### config.mk
export PLATFORM = sky130hd
export DESIGN_NAME = decision_stump_pixel_classifier_unit
export DESIGN_NICKNAME = d
export VERILOG_FILES = /design/src/hdl/dspc_pkg.sv /design/src/hdl/dspc_ram.sv /design/src/hdl/dspc_lane.sv /design/src/hdl/dspc_merge.sv /design/src/hdl/decision_stump_pixel_classifier_unit.sv
export VERILOG_INCLUDE_DIRS = /design/src /design/src/hdl
export SDC_FILE = /design/constraint.sdc
export NUM_CORES = 2
export LEC_CHECK = 0
export ABC_CLOCK_PERIOD_IN_PS = 10900
export BUFFER_PORTS_ARGS = -buffer_cell sky130_fd_sc_hd__buf_2
export CORE_MARGIN = 3
export CORE_UTILIZATION = 45
export DETAILED_ROUTE_END_ITERATION = 6
export PLACE_DENSITY_LB_ADDON = 0.08
export SETUP_SLACK_MARGIN = 0.1
export SYNTH_ARGS = -nofsm -noshare
export SYNTH_HDL_FRONTEND = slang
export SYNTH_SLANG_ARGS = --single-unit
### constraint.sdc
create_clock -name clk -period 10.9 [get_ports clk]
set_input_delay 3.27 -clock clk [delete_from_list [all_inputs] [get_ports clk]]
set_output_delay 3.27 -clock clk [all_outputs]
set_load 0.005 [all_outputs]
### src/hdl/decision_stump_pixel_classifier_unit_assert.svh
// assertion macros for the decision stump pixel classifier
`ifndef DECISION_STUMP_PIXEL_CLASSIFIER_UNIT_ASSERT_SVH
`define DECISION_STUMP_PIXEL_CLASSIFIER_UNIT_ASSERT_SVH
`ifndef NO_ASSERTIONS
`define DSPC_ASSERT_SAME(label, clk, rst_n, pre, post) \
	label: assert property (@(posedge clk) disable iff (!rst_n) (pre) |-> (post)) \
		else $error("same cycle check failed");
`define DSPC_ASSERT_NEXT(label, clk, rst_n, pre, post) \
	label: assert property (@(posedge clk) disable iff (!rst_n) (pre) |=> (post)) \
		else $error("next cycle check failed");
`else
`define DSPC_ASSERT_SAME(label, clk, rst_n, pre, post)
`define DSPC_ASSERT_NEXT(label, clk, rst_n, pre, post)
`endif
`endif

### src/hdl/dspc_pkg.sv
// shared types and constants for the decision stump pixel classifier
package dspc_pkg;

	localparam int MAX_STUMPS = 64;
	localparam int LANES = 4;
	localparam int LANE_W = 2;
	localparam int CONTRIB_W = 17;
	localparam int FIT_W = 32;
	localparam int CFG_W = 24;
	localparam int CFG_IDX_W = 1;

	localparam logic CMD_LOAD = 1'b0;
	localparam logic CMD_CLASSIFY = 1'b1;

	localparam logic [CFG_IDX_W-1:0] REG_FIT_OFFSET = 1'd0;
	localparam logic [CFG_IDX_W-1:0] REG_ACTIVE_STUMPS = 1'd1;

	localparam logic [1:0] CH_A = 2'd0;
	localparam logic [1:0] CH_B = 2'd1;
	localparam logic [1:0] CH_C = 2'd2;

	localparam logic [7:0] LABEL_POS = 8'd255;
	localparam logic [7:0] LABEL_NEG = 8'd0;

	typedef struct packed {
		logic               command;
		logic [5:0]         entry_index;
		logic [1:0]         entry_channel;
		logic signed [15:0] entry_threshold;
		logic signed [15:0] entry_weight;
		logic signed [15:0] sample_a;
		logic signed [15:0] sample_b;
		logic signed [15:0] sample_c;
	} in_item_t;

	typedef struct packed {
		logic signed [31:0] fit_score;
		logic [7:0]         class_label;
	} out_item_t;

	typedef struct packed {
		logic [1:0]         channel;
		logic signed [15:0] threshold;
		logic signed [15:0] weight;
	} stump_t;

	typedef struct packed {
		logic signed [15:0] a;
		logic signed [15:0] b;
		logic signed [15:0] c;
	} pixel_t;

	typedef struct packed {
		logic init;
		logic add;
	} merge_ctl_t;

endpackage

### src/hdl/dspc_ram.sv
// generic simple dual port ram with registered read
module dspc_ram #(
	parameter int WIDTH = 34,
	parameter int DEPTH = 16,
	parameter int ADDR_W = (DEPTH > 1) ? $clog2(DEPTH) : 1
) (
	input  logic              clk,
	input  logic              we,
	input  logic [ADDR_W-1:0] waddr,
	input  logic [WIDTH-1:0]  wdata,
	input  logic              re,
	input  logic [ADDR_W-1:0] raddr,
	output logic [WIDTH-1:0]  rdata
);

	logic [WIDTH-1:0] mem_q [DEPTH];

	always_ff @(posedge clk) begin
		if (we) begin
			mem_q[waddr] <= wdata;
		end
		if (re) begin
			rdata <= mem_q[raddr];
		end
	end

endmodule

### src/hdl/dspc_lane.sv
// one stump lane: channel select, threshold compare, registered contribution
module dspc_lane (
	input  logic                                   clk,
	input  logic                                   en,
	input  dspc_pkg::stump_t                       stump,
	input  dspc_pkg::pixel_t                       pixel,
	output logic signed [dspc_pkg::CONTRIB_W-1:0]  contrib_s2
);

	logic signed [15:0] sel;
	logic               sel_ok;
	logic               hit;

	always_comb begin
		sel = pixel.a;
		sel_ok = 1'b1;
		case (stump.channel)
			dspc_pkg::CH_A: sel = pixel.a;
			dspc_pkg::CH_B: sel = pixel.b;
			dspc_pkg::CH_C: sel = pixel.c;
			default: sel_ok = 1'b0;
		endcase
		hit = en && sel_ok && (sel < stump.threshold);
	end

	always_ff @(posedge clk) begin
		contrib_s2 <= hit ? -dspc_pkg::CONTRIB_W'(stump.weight) : '0;
	end

endmodule

### src/hdl/dspc_merge.sv
// merge stage: loads the negated fit offset on init, then sums the lane contributions into the fit accumulator
module dspc_merge (
	input  logic                                  clk,
	input  dspc_pkg::merge_ctl_t                  ctl,
	input  logic signed [dspc_pkg::CFG_W-1:0]     offset,
	input  logic signed [dspc_pkg::CONTRIB_W-1:0] contrib [dspc_pkg::LANES],
	output logic signed [dspc_pkg::FIT_W-1:0]     acc_q
);

	localparam int SUM_W = dspc_pkg::CONTRIB_W + dspc_pkg::LANE_W;

	logic signed [SUM_W-1:0] sum;

	always_comb begin
		sum = '0;
		for (int l = 0; l < dspc_pkg::LANES; l++) begin
			sum = sum + SUM_W'(contrib[l]);
		end
	end

	always_ff @(posedge clk) begin
		if (ctl.init) begin
			acc_q <= -dspc_pkg::FIT_W'(offset);
		end else if (ctl.add) begin
			acc_q <= acc_q + dspc_pkg::FIT_W'(sum);
		end
	end

endmodule

### src/hdl/decision_stump_pixel_classifier_unit.sv
// top level of the decision stump pixel classifier
//
// channel  signals                          width     notes
// in       in_valid in_ready in_data        in_item   load or classify word
// out      out_valid out_ready out_data     out_item  one word per classify
// cfg      cfg_we cfg_index cfg_data        24 bits   fit_offset, active_stumps
//
// the table sits in LANES banks, one row of LANES stumps read per cycle
// a load is written into its bank as it is accepted; a classify of n active stumps reads ceil(n/LANES) rows
// in the bank read loop, then passes the read, lane and merge stages (straight to emit when n is 0)
// after reset a clearing pass zeroes the banks one row at a time, ceil(MAX_STUMPS/LANES) rows (16 by default),
// during which no word is accepted; config writes are taken at any time
// a finished result waits in the output register while new load and classify words are still accepted
`include "decision_stump_pixel_classifier_unit_assert.svh"
module decision_stump_pixel_classifier_unit #(
	parameter int MAX_STUMPS = dspc_pkg::MAX_STUMPS
) (
	input  logic                               clk,
	input  logic                               arst_n,
	input  logic                               in_valid,
	output logic                               in_ready,
	input  dspc_pkg::in_item_t                 in_data,
	output logic                               out_valid,
	input  logic                               out_ready,
	output dspc_pkg::out_item_t                out_data,
	input  logic                               cfg_we,
	input  logic [dspc_pkg::CFG_IDX_W-1:0]     cfg_index,
	input  logic [dspc_pkg::CFG_W-1:0]         cfg_data
);

	localparam int LANES = dspc_pkg::LANES;
	localparam int LANE_W = dspc_pkg::LANE_W;
	localparam int ROWS = (MAX_STUMPS + LANES - 1) / LANES;
	localparam int ROW_W = (ROWS > 1) ? $clog2(ROWS) : 1;
	localparam int CNT_W = $clog2(MAX_STUMPS + 1);
	localparam int ENTRY_W = $bits(dspc_pkg::stump_t);

	typedef enum logic [4:0] {
		ST_CLEAR = 5'b00001,
		ST_IDLE  = 5'b00010,
		ST_RUN   = 5'b00100,
		ST_DRAIN = 5'b01000,
		ST_EMIT  = 5'b10000
	} state_t;

	state_t                          state_q;
	logic [ROW_W-1:0]                row_q;
	logic [CNT_W-1:0]                rem_q;
	logic [CNT_W-1:0]                cnt_sat;
	logic signed [dspc_pkg::CFG_W-1:0] offset_q;
	logic [6:0]                      active_q;
	dspc_pkg::pixel_t                pixel_q;
	logic                            in_acc;
	logic                            load_acc;
	logic                            cls_acc;
	logic                            load_ok;
	logic                            rd_en;
	logic                            row_last;
	logic                            valid_s1;
	logic                            last_s1;
	logic [LANES-1:0]                mask_s1;
	logic                            valid_s2;
	logic                            last_s2;
	logic                            out_free;
	logic                            out_valid_q;
	dspc_pkg::out_item_t             out_q;
	dspc_pkg::merge_ctl_t            merge_ctl;
	dspc_pkg::stump_t                wr_entry;
	logic [ROW_W-1:0]                wr_row;
	logic signed [dspc_pkg::CONTRIB_W-1:0] contrib [LANES];
	logic signed [dspc_pkg::FIT_W-1:0]     acc;

	assign in_ready = (state_q == ST_IDLE);
	assign in_acc = in_valid && in_ready;
	assign load_acc = in_acc && (in_data.command == dspc_pkg::CMD_LOAD);
	assign cls_acc = in_acc && (in_data.command == dspc_pkg::CMD_CLASSIFY);
	assign load_ok = load_acc && (32'(in_data.entry_index) < MAX_STUMPS);
	assign rd_en = (state_q == ST_RUN);
	assign row_last = (32'(rem_q) <= LANES);
	assign out_free = !out_valid_q || out_ready;
	assign cnt_sat = (32'(active_q) > MAX_STUMPS) ? CNT_W'(MAX_STUMPS) : CNT_W'(active_q);

	// config registers
	always_ff @(posedge clk or negedge arst_n) begin
		if (!arst_n) begin
			offset_q <= '0;
			active_q <= '0;
		end else if (cfg_we) begin
			unique case (cfg_index)
				dspc_pkg::REG_FIT_OFFSET: offset_q <= cfg_data;
				dspc_pkg::REG_ACTIVE_STUMPS: active_q <= cfg_data[6:0];
				default: ;
			endcase
		end
	end

	// sequencer
	always_ff @(posedge clk or negedge arst_n) begin
		if (!arst_n) begin
			state_q <= ST_CLEAR;
			row_q <= '0;
			rem_q <= '0;
		end else begin
			unique case (state_q)
				ST_CLEAR: begin
					if (row_q == ROW_W'(ROWS - 1)) begin
						state_q <= ST_IDLE;
						row_q <= '0;
					end else begin
						row_q <= row_q + ROW_W'(1);
					end
				end
				ST_IDLE: begin
					if (cls_acc) begin
						row_q <= '0;
						rem_q <= cnt_sat;
						state_q <= (cnt_sat == '0) ? ST_EMIT : ST_RUN;
					end
				end
				ST_RUN: begin
					if (row_last) begin
						state_q <= ST_DRAIN;
					end else begin
						rem_q <= rem_q - CNT_W'(LANES);
						row_q <= row_q + ROW_W'(1);
					end
				end
				ST_DRAIN: begin
					if (valid_s2 && last_s2) begin
						state_q <= ST_EMIT;
					end
				end
				ST_EMIT: begin
					if (out_free) begin
						state_q <= ST_IDLE;
					end
				end
				default: state_q <= ST_IDLE;
			endcase
		end
	end

	always_ff @(posedge clk) begin
		if (cls_acc) begin
			pixel_q <= '{a: in_data.sample_a, b: in_data.sample_b, c: in_data.sample_c};
		end
	end

	// pipeline control
	always_ff @(posedge clk or negedge arst_n) begin
		if (!arst_n) begin
			valid_s1 <= 1'b0;
			last_s1 <= 1'b0;
			mask_s1 <= '0;
			valid_s2 <= 1'b0;
			last_s2 <= 1'b0;
		end else begin
			valid_s1 <= rd_en;
			last_s1 <= rd_en && row_last;
			for (int l = 0; l < LANES; l++) begin
				mask_s1[l] <= rd_en && (32'(rem_q) > l);
			end
			valid_s2 <= valid_s1;
			last_s2 <= last_s1;
		end
	end

	// table write: clearing pass or load word
	always_comb begin
		if (state_q == ST_CLEAR) begin
			wr_entry = '0;
			wr_row = row_q;
		end else begin
			wr_entry = '{channel: in_data.entry_channel, threshold: in_data.entry_threshold,
				weight: in_data.entry_weight};
			wr_row = ROW_W'(in_data.entry_index >> LANE_W);
		end
	end

	for (genvar b = 0; b < LANES; b++) begin : g_lane
		logic             bank_we;
		logic [ENTRY_W-1:0] bank_rdata;

		assign bank_we = (state_q == ST_CLEAR) ||
			(load_ok && (in_data.entry_index[LANE_W-1:0] == LANE_W'(b)));

		dspc_ram #(
			.WIDTH(ENTRY_W),
			.DEPTH(ROWS)
		) u_bank (
			.clk  (clk),
			.we   (bank_we),
			.waddr(wr_row),
			.wdata(wr_entry),
			.re   (rd_en),
			.raddr(row_q),
			.rdata(bank_rdata)
		);

		dspc_lane u_lane (
			.clk       (clk),
			.en        (mask_s1[b]),
			.stump     (dspc_pkg::stump_t'(bank_rdata)),
			.pixel     (pixel_q),
			.contrib_s2(contrib[b])
		);
	end

	assign merge_ctl = '{init: cls_acc, add: valid_s2};

	dspc_merge u_merge (
		.clk    (clk),
		.ctl    (merge_ctl),
		.offset (offset_q),
		.contrib(contrib),
		.acc_q  (acc)
	);

	// output register
	always_ff @(posedge clk or negedge arst_n) begin
		if (!arst_n) begin
			out_valid_q <= 1'b0;
		end else if (state_q == ST_EMIT && out_free) begin
			out_valid_q <= 1'b1;
		end else if (out_ready) begin
			out_valid_q <= 1'b0;
		end
	end

	always_ff @(posedge clk) begin
		if (state_q == ST_EMIT && out_free) begin
			out_q.fit_score <= acc;
			out_q.class_label <= (acc > 0) ? dspc_pkg::LABEL_POS : dspc_pkg::LABEL_NEG;
		end
	end

	assign out_valid = out_valid_q;
	assign out_data = out_q;

	`DSPC_ASSERT_NEXT(a_last_row_ends, clk, arst_n, valid_s2 && last_s2, state_q == ST_EMIT)
	`DSPC_ASSERT_NEXT(a_classify_busy, clk, arst_n, cls_acc, state_q != ST_IDLE)
	`DSPC_ASSERT_NEXT(a_emit_shows, clk, arst_n, state_q == ST_EMIT && out_free, out_valid)
	`DSPC_ASSERT_SAME(a_no_read_idle, clk, arst_n, valid_s1, state_q == ST_RUN || state_q == ST_DRAIN)

endmodule

==> flow_summary_export.csv <==
group,metric,value,unit
status,status,"finished clean",
pwr,clkPwrFrac,35.7,%
finish,regArea,75600,µm²
place,dp_hpwl,177.9,mm
floorplan,start_util,45.41,%
worst_setup_path,crit_fanout,5,
pwr,peakVddDrop,0.0001501,V
routing,totalWireLength,294.8,mm
hold_path,min-delay-path-class,"flop to flop",
routing,first_pass_iters,6,
routing,dr.first_iter.drc_count,5961,
clock_network,hold_buffers,0,
grt,grt_pass1_wl,414.0,mm
routing,drc,0,
logic_synthesis,netlist_area,103600,µm²
floorplan,ios,161,
clock_network,post-cts-setup-buffers,0,
finish,fin_nets,6551,
timing,slew_violations,0,
logic_synthesis,synth_nets,6305,
pwr,swShare,28.34,%
routing,vias,56190,
floorplan,die_x,485.8,µm
worst_setup_path,setup.worst_path.end_class,"output pin",
logic_synthesis,ys_types,86,
clock_network,cts_root_buf,"clkbuf_16",
place,port_buffers,160,
timing,max_freq,183.3,MHz
logic_synthesis,synth_area_leaders,"edfxtp_1 70%, mux4_2 5.9%, mux2i_1 4.0%",
worst_setup_path,required,7630,ps
routing,ant_nets,0,
finish,postLayoutCoreUtil,51.43,%
pwr,power_density,221.5,nW/µm²
timing,hold_viol,0,
logic_synthesis,synth_top_area_share,70.29,%
floorplan,std_cell_rows,175,
logic_synthesis,yosysWarnings,0,
job,cap_violations,0,
timing,post-route-period-util,50.05,%
worst_setup_path,startpoint_type,"flop",
clock_network,numCtsBuffers,288,
logic_synthesis,synth-async-reset-ratio,2.197,%
clock_network,cts_htree_levels,5,
floorplan,dieArea,236000,µm²
clock_network,cts.path.max_buffers,4,
logic_synthesis,synth_edf_count,2425,
logic_synthesis,ys_seq_elements,2549,
worst_setup_path,arrival,2180,ps
grt,globalRouteOverflowTotal,0,
timing,period_needed,5455,ps
pwr,p_sw,0.007366,W
finish,area_growth,13.27,%
timing,setup_violations,0,
finish,fillers,18580,
logic_synthesis,ys_seq_area_share,72.96,%
grt,antenna_found_initial,17,
pwr,power_leakage,38.68,nW
pwr,p_int,0.01862,W
logic_synthesis,syn-instance-count,6009,
floorplan,die_h,485.8,µm
grt,grt_max_degree,105,
place,gp_congestion,0.9012,
grt,grt_pass1_vias,54260,
timing,relSlewSlack,17.12,%
clock_network,clk_pin_slew_worst_paths,60,ps
pwr,seqPwrFrac,44.3,%
routing,via_per_inst,5.921,
logic_synthesis,synth_most_common_cell,"edfxtp_1",
routing,avgRoutedWirePerCell,31.07,µm
clock_network,clock_latency,920,ps
logic_synthesis,ys_top_cells_by_count,"2425 x edfxtp_1, 409 x mux2i_1, 383 x o21ai_0",
pwr,comb_power_share,20.0,%
grt,grt_usage,24.69,%
timing,worstMarginPinSlew,1243,ps
finish,multi_input_area,26430,µm²
place,dp.cells,8974,
timing,finalClockSkew,53.77,ps
worst_setup_path,path_class,"flop to output pin",
finish,final_cells,9490,
clock_network,ctsResizeCount,0,
finish,drive_gt1_share,19.04,%
clock_network,clock_sinks,2549,
floorplan,core-area,228200,µm²
logic_synthesis,yosys.area.top_type,"edfxtp_1",
timing,fin_tns_setup,0,ps
timing,rsz0062_at_grt,"false",
logic_synthesis,ys.flop_type,"edfxtp_1",
clock_network,cts_tree,"yes",
pwr,report.power.total,0.02599,W
logic_synthesis,synth_area_per_cell,17.24,µm²
## cell families after synthesis
group           share of synthesized area [%]
xor+xnor                               0.7186
compound gates                          6.410
simple gates                            3.441
buf+inv                                 2.147
flops                                   72.96
fa+ha+maj                               2.609
mux                                     11.72
## state kept, by name, indices dropped and copies added (netlist names)
| register | cells |
|---|---|
| rem_q | 7 |
| u_merge.acc_q | 32 |
| out_data | 33 |
| g_lane.u_lane.contrib_s2 | 68 |
| out_valid | 1 |
| mask_s1 | 4 |
| valid_s2 | 1 |
| last_s1 | 1 |
| last_s2 | 1 |
| g_lane.u_bank.rdata | 136 |
| row_q | 4 |
| valid_s1 | 1 |
| state_q | 5 |
| g_lane.u_bank.mem_q | 2176 |
| active_q | 7 |
| offset_q | 24 |
| pixel_q | 48 |
## layer usage
| metal | vias to the layer above | share of wire [%] | track usage, % |
|---|---|---|---|
| met5 | - | 0.031 | 0.2245 |
| met4 | 4 | 3.1 | 7.330 |
| met3 | 419 | 6.5 | 3.623 |
| met2 | 2055 | 46 | 38.20 |
| met1 | 29490 | 44 | 36.45 |
| li1 | 24230 | - | - |
## power by group through the flow
stage          sequential [W]  combinational, W  clock, W
6_report               0.0115           0.00520   0.00927
3_3_place_gp           0.0117           0.00519         0
5_1_grt                0.0115           0.00560   0.00984
2_1_floorplan          0.0115           0.00357         0
3_5_place_dp           0.0117           0.00521         0
4_1_cts                0.0115           0.00524   0.00945
## worst paths after layout
check,start,to,slack [ps],cells past startpoint
max,state_q[3]$_DFFE_PN0P_,in_ready,5450,4
min,valid_s1$_DFF_PN0_,valid_s2$_DFF_PN0_,350,0
max reg2reg,g_lane[2].u_lane.contrib_s2[16]$_SDFF_PN0_,u_merge.acc_q[31]$_DFFE_PP_,6010,10
min reg2reg,valid_s1$_DFF_PN0_,valid_s2$_DFF_PN0_,350,0
max in group asynchronous,arst_n,row_q[2]$_DFFE_PN0P_,7820,2
min in group asynchronous,arst_n,out_valid$_DFFE_PN0P_,2510,2
## critical path, cell delays in order (launching register included)
cell      delay [ps]
dfrtp_1          410
nor3_1           250
nand3b_1         270
inv_2            210
buf_2            140
## final cells by class
type / instances / share of cell area [%]
Multi-Input combinational cell: 2904 / 22.52
Clock buffer: 377 / 6.692
Sequential cell: 2549 / 64.42
Clock inverter: 119 / 0.9255
Timing Repair Buffer: 259 / 1.369
Tap cell: 3009 / 3.208
Inverter: 253 / 0.8178
Antenna cell: 20 / 0.04265
## metrics by stage
step           area [µm²]  hold WS (ps)  setup slack (ps)
3_3_place_gp       108400         333.6              4827
2_1_floorplan      103600         331.2              4915
3_5_place_dp       108400         336.4              4829
4_1_cts            117300         347.2              5384
6_report           117300         346.3              5445
5_1_grt            117300         358.2              5329
## cells in the final DEF, fill, tap and decap left out, types with 15 or more instances in the layout
cell type	n
clkbuf_16	297
and2_4	29
nor2_4	65
nand2_1	283
mux4_2	272
dfrtp_1	51
nor2_1	107
a22oi_1	198
a221oi_1	141
mux2_2	165
diode_2	20
buf_2	160
ha_1	112
clkinv_2	41
and2_1	21
a21oi_1	202
and3_1	17
inv_1	250
nand4_1	18
clkbuf_1	68
a31oi_1	15
o21ai_0	383
edfxtp_1	2425
clkinv_1	42
mux2i_1	409
buf_4	94
a21o_1	22
xor2_1	40
nand3_1	23
xnor2_1	45
dfxtp_1	68
nor4_1	22
bufinv_16	19
nor3_1	43
fa_1	65
Note: power is estimated with default switching activity, not from simulation.
